## config.mk

```make
export PLATFORM = sky130hd
export DESIGN_NAME = ffha_ram
export DESIGN_NICKNAME = d
export VERILOG_FILES = /design/src/assert_macros.svh /design/src/ffha_ram.sv
export SDC_FILE = /design/constraint.sdc
export NUM_CORES = 1
export LEC_CHECK = 0
export BUFFER_PORTS_ARGS = -buffer_cell sky130_fd_sc_hd__buf_4
export CAP_MARGIN = 20
export CELL_PAD_IN_SITES_DETAIL_PLACEMENT = 1
export CELL_PAD_IN_SITES_GLOBAL_PLACEMENT = 1
export CORE_MARGIN = 4
export CORE_UTILIZATION = 30
export CTS_CLUSTER_DIAMETER = 100
export DETAILED_ROUTE_END_ITERATION = 10
export PLACE_DENSITY_LB_ADDON = 0.15
export SYNTH_ARGS = -nofsm -noshare
export SYNTH_HDL_FRONTEND = slang
export SYNTH_SLANG_ARGS = --single-unit
```

## constraint.sdc

```tcl
create_clock -name clk -period 2.8 [get_ports clk]
set_input_delay 0.42 -clock clk [delete_from_list [all_inputs] [get_ports clk]]
set_output_delay 0.42 -clock clk [all_outputs]
set_load 0.01 [all_outputs]
```

## src/assert_macros.svh

```systemverilog
// Assertion macros shared by the allocator RTL.
// No dependencies; each macro expects signals clk and rst in scope.
`ifndef ASSERT_MACROS_SVH
`define ASSERT_MACROS_SVH

// Condition a implies condition c in the same cycle.
`define AST_IMPL(label, a, c) \
  label: assert property (@(posedge clk) disable iff (rst) (a) |-> (c)) \
    else $error("implication check failed");

// Condition a implies condition c in the next cycle.
`define AST_NEXT(label, a, c) \
  label: assert property (@(posedge clk) disable iff (rst) (a) |=> (c)) \
    else $error("next-cycle check failed");

`endif

```

## src/ffha_ram.sv

```systemverilog
// Generic simple dual-port RAM: one write port, one read port, registered read.
// No dependencies.
`timescale 1ns / 1ps
module ffha_ram #(
  parameter int W = 8,
  parameter int D = 16
) (
  input  logic                 clk,
  input  logic                 we,
  input  logic [$clog2(D)-1:0] waddr,
  input  logic [W-1:0]         wdata,
  input  logic [$clog2(D)-1:0] raddr,
  output logic [W-1:0]         rdata
);
  logic [W-1:0] mem [D];

  always_ff @(posedge clk) begin
    if (we) begin
      mem[waddr] <= wdata;
    end
    rdata <= mem[raddr];
  end
endmodule

```

==> metrics, run 1 <==
drt wl/cell=23.12 microns; WP data required=3.10 ns; Adder-Cell Fraction of Synth Area=0; Post-Synth XOR/XNOR Area=0; postcts setup bufs=0; PortBufs=25; post-synthesis cell count=229; YS warnings=0; net count after synthesis=247; clock skew=0.005243 ns; Max H-tree Level=4; Worst slew margin=0.6706; fill count=1644; I/O pin count=26; crit path DAT=1.79 ns; CTS Hold Bufs=0; Max Clk Rate=670.0 MHz; Final nets=302; Hold Slack=0.3090 ns; Max Cap Viol=0; setup violators final=0; Hold Crit Class=input pin to register; slowest stage delay, CP=0.57 ns; post-synthesis compound-gate area fraction=0.02333; class of the most critical setup path=input pin to register; crit end category=register; Fin Setup TNS=0 ns; drt via density=4.807; DR pass1 iterations=4; Sw Ratio=0.1944; final cycle utilization of the critical path=0.5330; Fin. Hold Viols=0; startpoint type of the worst setup path=input pin; post-route ant nets=0; switching power=952.6 uW; worst path cell trace=buf_4 -> buf_12 -> mux4_1 -> a22oi_1 -> nand2_1; Die ar.=0.01932 sq mm; vias in the first global route=2611; Worst Max-Slew Pin Slew=0.4941 ns; pwr dens=774.4 mW/mm^2; mux contribution to synthesized area=0.1502; die width=139.0 microns; Initial Util=0.3082; Core Region=0.01670 sq mm; P_int=3948 uW; gr ovfl total=0; Mean Syn Cell Area=22.48 sq um; synth top area cells=edfxtp_1, mux4_2, mux4_1; CTS tree=built; Clk Latency, worst-skew pair=0.41 ns; dominant cell type by area after synthesis=edfxtp_1; layout cell share with drive strength beyond 1=0.3165; Final min period=1.493 ns; slowest stage cell, crit path=mux4_1; Core Rows=47; post-synth cell types=19; Reg power frac=0.467; max-slew violations=0; Clk pwr share=0.485; drc violations=0; FF+latch count, synth=136; Worst Path Max Fanout=27; total CTS buffers=17; all-layer global routing usage=0.1329; Leak=0.002124 uW; Layout area overhead=22.95%; initial antenna violation count=0; register clock-pin slew on the reported worst setup and hold paths=0.06 ns; main combinational cell family by area after synthesis=multiplexers; Root Driver=clkbuf_16; Logic pwr share=0.048; vias after detailed routing=2485; initial DRC count=183; die height=139.0 microns; first-pass GRT wire length=17940 microns; post-synthesis sequential area ratio=0.7778; Peak supply drop=396.6 uV; clock tree sinks=136; status=complete, no violations; Mapped Area=0.005147 sq mm; post-detail-place hpwl=7400 microns; unrepaired setup endpoints after global routing=false; top-area cell type share of the netlist area=0.7467; Detailed Route WL=11950 microns; post_cts resized=0; Max clock buf depth=2; Placer Congestion=0.6851; antenna fix cells=0; maximum number of pins on one net before global-route repair=33; simple-gate portion of the synthesized area=0.03184
==> per-stage QoR <==
step / area [sq um] / utilization / setup WS, ns / instances / total power, uW
4_1_cts: 6329 / 0.3789 / 1.304 / 517 / 4961
3_3_place_gp: 5694 / 0.3410 / 0.8634 / 485 / 2571
3_5_place_dp: 5694 / 0.3410 / 0.8620 / 485 / 2575
6_report: 6329 / 0.3789 / 1.307 / 517 / 4901
5_1_grt: 6329 / 0.3789 / 1.271 / 517 / 5079
2_1_floorplan: 5147 / - / 0.8871 / 229 / 2450
==> cell type report <==
class / instances / area, sq um / area share
Tap cell: 220 / 275.3 / 0.04350
Sequential cell: 136 / 4004 / 0.6327
Clock buffer: 18 / 429.2 / 0.06781
Timing Repair Buffer: 46 / 357.8 / 0.05654
Clock inverter: 14 / 205.2 / 0.03242
Multi-Input combinational cell: 83 / 1057 / 0.1671
==> synthesized netlist by cell type, drive strengths merged <==
library cell   number
clkdlybuf4s25       3
dfxtp               8
and2b               1
edfxtp            128
and2                1
nand3               1
nor3                4
mux4               32
nor2b               1
nand2               9
nand2b              2
a22oi              16
buf                 7
nor2               13
nand3b              2
or3b                1
==> state kept, by name, indices dropped and copies added (netlist names) <==
signal,count
rdata,8
mem,128
==> power by group through the flow <==
stage | clock [uW] | combinational [uW] | sequential (uW)
6_report | 2380 | 234 | 2290
5_1_grt | 2530 | 254 | 2300
4_1_cts | 2430 | 241 | 2290
3_5_place_dp | 0 | 240 | 2330
3_3_place_gp | 0 | 238 | 2330
2_1_floorplan | 0 | 116 | 2330
==> worst max-delay path: cells and delay by family <==
kind / cells / cell delay [ns]
muxes: 1 / 0.57
buffers and inverters: 2 / 0.41
and+or+nand+nor: 1 / 0.08
AOI/OAI and AO/OA: 1 / 0.28
==> kinds of logic (layout without fill, tap and decap cells) <==
family | count (synthesis) | after routing
and+or+nand+nor | 35 | 35
muxes | 32 | 32
DFF | 136 | 136
AOI/OAI and AO/OA | 16 | 16
buffers and inverters | 10 | 78
==> cells in the final DEF, fill, tap and decap left out, drive strengths merged <==
cell type | Yosys | final
nor2 | 13 | 13
nand3 | 1 | 1
dfxtp | 8 | 8
edfxtp | 128 | 128
nand2b | 2 | 2
bufinv | 0 | 5
buf | 7 | 46
nand2 | 9 | 9
and2 | 1 | 1
or3b | 1 | 1
clkinv | 0 | 4
and2b | 1 | 1
nor3 | 4 | 4
nand3b | 2 | 2
mux4 | 32 | 32
a22oi | 16 | 16
clkbuf | 0 | 18
clkinvlp | 0 | 5
nor2b | 1 | 1
==> metal layers <==
metal	track usage	wire length [microns]	up-vias
met2	0.2035	5813	64
li1	-	-	1086
met3	0.03310	551	12
met5	0	0	-
met1	0.1810	5373	1323
met4	0.05716	214	0
==> path summary, 6_finish.rpt <==
check                       start                    to  slack (ns)  cells after the start
max                      raddr[0]      rdata[5]$_DFF_P_        1.31                      5
min reg2reg  mem[14][5]$_DFFE_PP_      rdata[5]$_DFF_P_        0.67                      3
min                      wdata[3]  mem[12][3]$_DFFE_PP_        0.31                      1
max reg2reg   mem[0][7]$_DFFE_PP_      rdata[7]$_DFF_P_        1.34                      3
No activity file was read; power rests on OpenSTA's default activity.
==> run 2: changes to the inputs <==
==> constraint.sdc (replaced) <==
create_clock -name clk -period 1.4 [get_ports clk]
set_input_delay 0.21 -clock clk [delete_from_list [all_inputs] [get_ports clk]]
set_output_delay 0.21 -clock clk [all_outputs]
set_load 0.01 [all_outputs]
==> run 2 against run 1 <==
Compared with the run above: die area stayed put; first-iteration DRC count is 3.3% lower; sequential share of layout area is 0.99 points lower; non-clock buffer count is 17 higher; via count is 0.85% higher; global-route usage is 0.47 points lower; utilization is 0.60 points higher; clock power is 74% higher; design area is 1.6% higher; critical path depth is 1 lower; critical endpoint is now rdata[1]$_DFF_P_; largest cell class unchanged; largest power group is now registers; highest routed layer unchanged.
==> metrics, run 2 (same netlist as run 1, synthesis figures left out) <==
Logic pwr share=0.056 (+0.008); Clk pwr share=0.447 (-0.038); Final Core Density=0.3849 (+0.005994); Worst Max-Slew Pin Slew=0.8288 ns (+0.3347 ns); Layout area overhead=24.89%; die height=139.0 microns (unchanged); Biggest register=mem; Peak supply drop=849.4 uV (+110%); crit end category=register; pwr dens=1435 mW/mm^2 (+85%); delay-heaviest family, CP=multiplexers; Placer Congestion=0.6981 (+1.9%); slowest stage delay, CP=0.50 ns (-0.07 ns); I/O pin count=26 (unchanged); leading registers by flop count=mem: 128 flops, rdata: 8 flops; setup violators final=0 (unchanged); DR pass1 iterations=4 (unchanged); max-slew violations=0 (unchanged); Max H-tree Level=4 (unchanged); total CTS buffers=17 (unchanged); Die ar.=0.01932 sq mm (unchanged); drt wl/cell=21.53 microns (-6.9%); antenna fix cells=0 (unchanged); post-route ant nets=0 (unchanged); Max Cap Viol=0 (unchanged); worst path cell trace=mux4_2 -> a22oi_2 -> buf_4 -> nand2_1; Detailed Route WL=11500 microns (-3.8%); CTS tree=built; slowest stage cell, crit path=mux4_2; layout cell share with drive strength beyond 1=0.3726 (+0.05611); Multi-input gate area=0.001085 sq mm (+2.6%); Hold Crit Class=input pin to register; Worst slew margin=0.4463 (-0.2243); register clock-pin slew on the reported worst setup and hold paths=0.06 ns (about the same); PortBufs=25 (unchanged); Final nets=319 (+5.6%); postcts setup bufs=0 (unchanged); vias in the first global route=2769 (+6.1%); fill count=1655 (+0.67%); Final min period=1.331 ns; fin area=0.006429 sq mm (+1.6%); clock tree sinks=136 (unchanged); final cycle utilization of the critical path=0.9508; Clk Latency, worst-skew pair=0.41 ns (about the same); all-layer global routing usage=0.1282 (-0.004693); drt via density=4.693 (-2.4%); initial DRC count=177 (-3.3%); post-detail-place hpwl=7752 microns (+4.8%); Hold Slack=0.1047 ns (-0.2043 ns); initial antenna violation count=0 (unchanged); class of the most critical setup path=register to register; die width=139.0 microns (unchanged); CTS Hold Bufs=0 (unchanged); Fin. Hold Viols=0 (unchanged); commonest non-fill, non-tap cells in the layout=edfxtp_1, buf_4, mux4_2; first-pass GRT wire length=17570 microns (-2.0%); drc violations=0 (unchanged); DP Cell Count=502 (+3.5%); Fin Setup TNS=0 ns (unchanged); gr ovfl total=0 (unchanged); clock skew=0.005156 ns (-0.00008632 ns); fin cells=534 (+3.3%); Root Driver=clkbuf_16; max FFs per register=128 (unchanged); Leak=0.002194 uW (+3.3%); crit path DAT=1.63 ns (-0.16 ns); startpoint type of the worst setup path=register; Core Rows=47 (unchanged); Core Region=0.01670 sq mm (unchanged); Worst Path Max Fanout=1 (-96%); status=complete, no violations; Initial Util=0.3082 (unchanged); vias after detailed routing=2506 (+0.85%); DP Area=0.005862 sq mm (+2.9%); WP data required=1.70 ns (-1.40 ns); Reg power frac=0.497 (+0.030); Max Clk Rate=751.2 MHz; register area=0.004004 sq mm (unchanged); Worst Path Buf+Inv=1 (-1); switching power=1841 uW (+93%); P_int=7385 uW (+87%); Max clock buf depth=2 (unchanged); Sw Ratio=0.1996 (+0.005210); maximum number of pins on one net before global-route repair=17 (-48%); commonest non-fill, non-tap cell in the layout=edfxtp_1
## run 2: per-layer routing
layer	up-vias	global-route usage	wire [microns]
met2	49	0.1925	5502
met1	1327	0.1764	5417
li1	1114	-	-
met3	16	0.03414	381
met5	-	0	0
met4	0	0.05561	194
## run 2: path summary, 6_finish.rpt
kind	start	to	slack, ns	cells past startpoint
hold reg to reg	mem[14][7]$_DFFE_PP_	rdata[7]$_DFF_P_	0.66	3
setup reg to reg	mem[3][1]$_DFFE_PP_	rdata[1]$_DFF_P_	0.07	4
hold / removal	wdata[5]	mem[12][5]$_DFFE_PP_	0.10	1
setup / recovery	mem[3][1]$_DFFE_PP_	rdata[1]$_DFF_P_	0.07	4
## run 2: power groups by stage
stage                     registers, uW  clock network [uW]  logic, uW
after global routing               4590                4440        567
after floorplan                    4670                   0        232
after detailed placement           4670                   0        520
after global placement             4670                   0        511
final                              4580                4130        514
after CTS                          4590                4210        522
## run 2: metrics by stage
stage          power, uW  worst slack, ns
5_1_grt             9596       -0.0002135
4_1_cts             9316          0.03485
3_5_place_dp        5189          -0.2635
3_3_place_gp        5177          -0.2757
2_1_floorplan       4901         -0.07615
6_report            9226          0.06882
## run 2: layout make-up
class | instances | area share
well taps | 220 | 0.04282
multi-input cells | 83 | 0.1687
repair buffers | 63 | 0.07941
flip-flops and latches | 136 | 0.6228
clock inverters | 3 | 0.002141
clock buffers | 29 | 0.08408
## run 2: worst register-to-register path, delay by kind of cell (launching register included)
family          cells  cell delay [ns]
simple gates        1             0.05
compound gates      1             0.16
mux                 1             0.50
buf+inv             1             0.15
flops               1             0.36
## run 2: repair_timing
item	CTS	global route
endpoints found under the hold margin	0	0
gates cloned	0	0
resized for setup	1	5
setup endpoints to repair	1	4
pin swaps	0	1
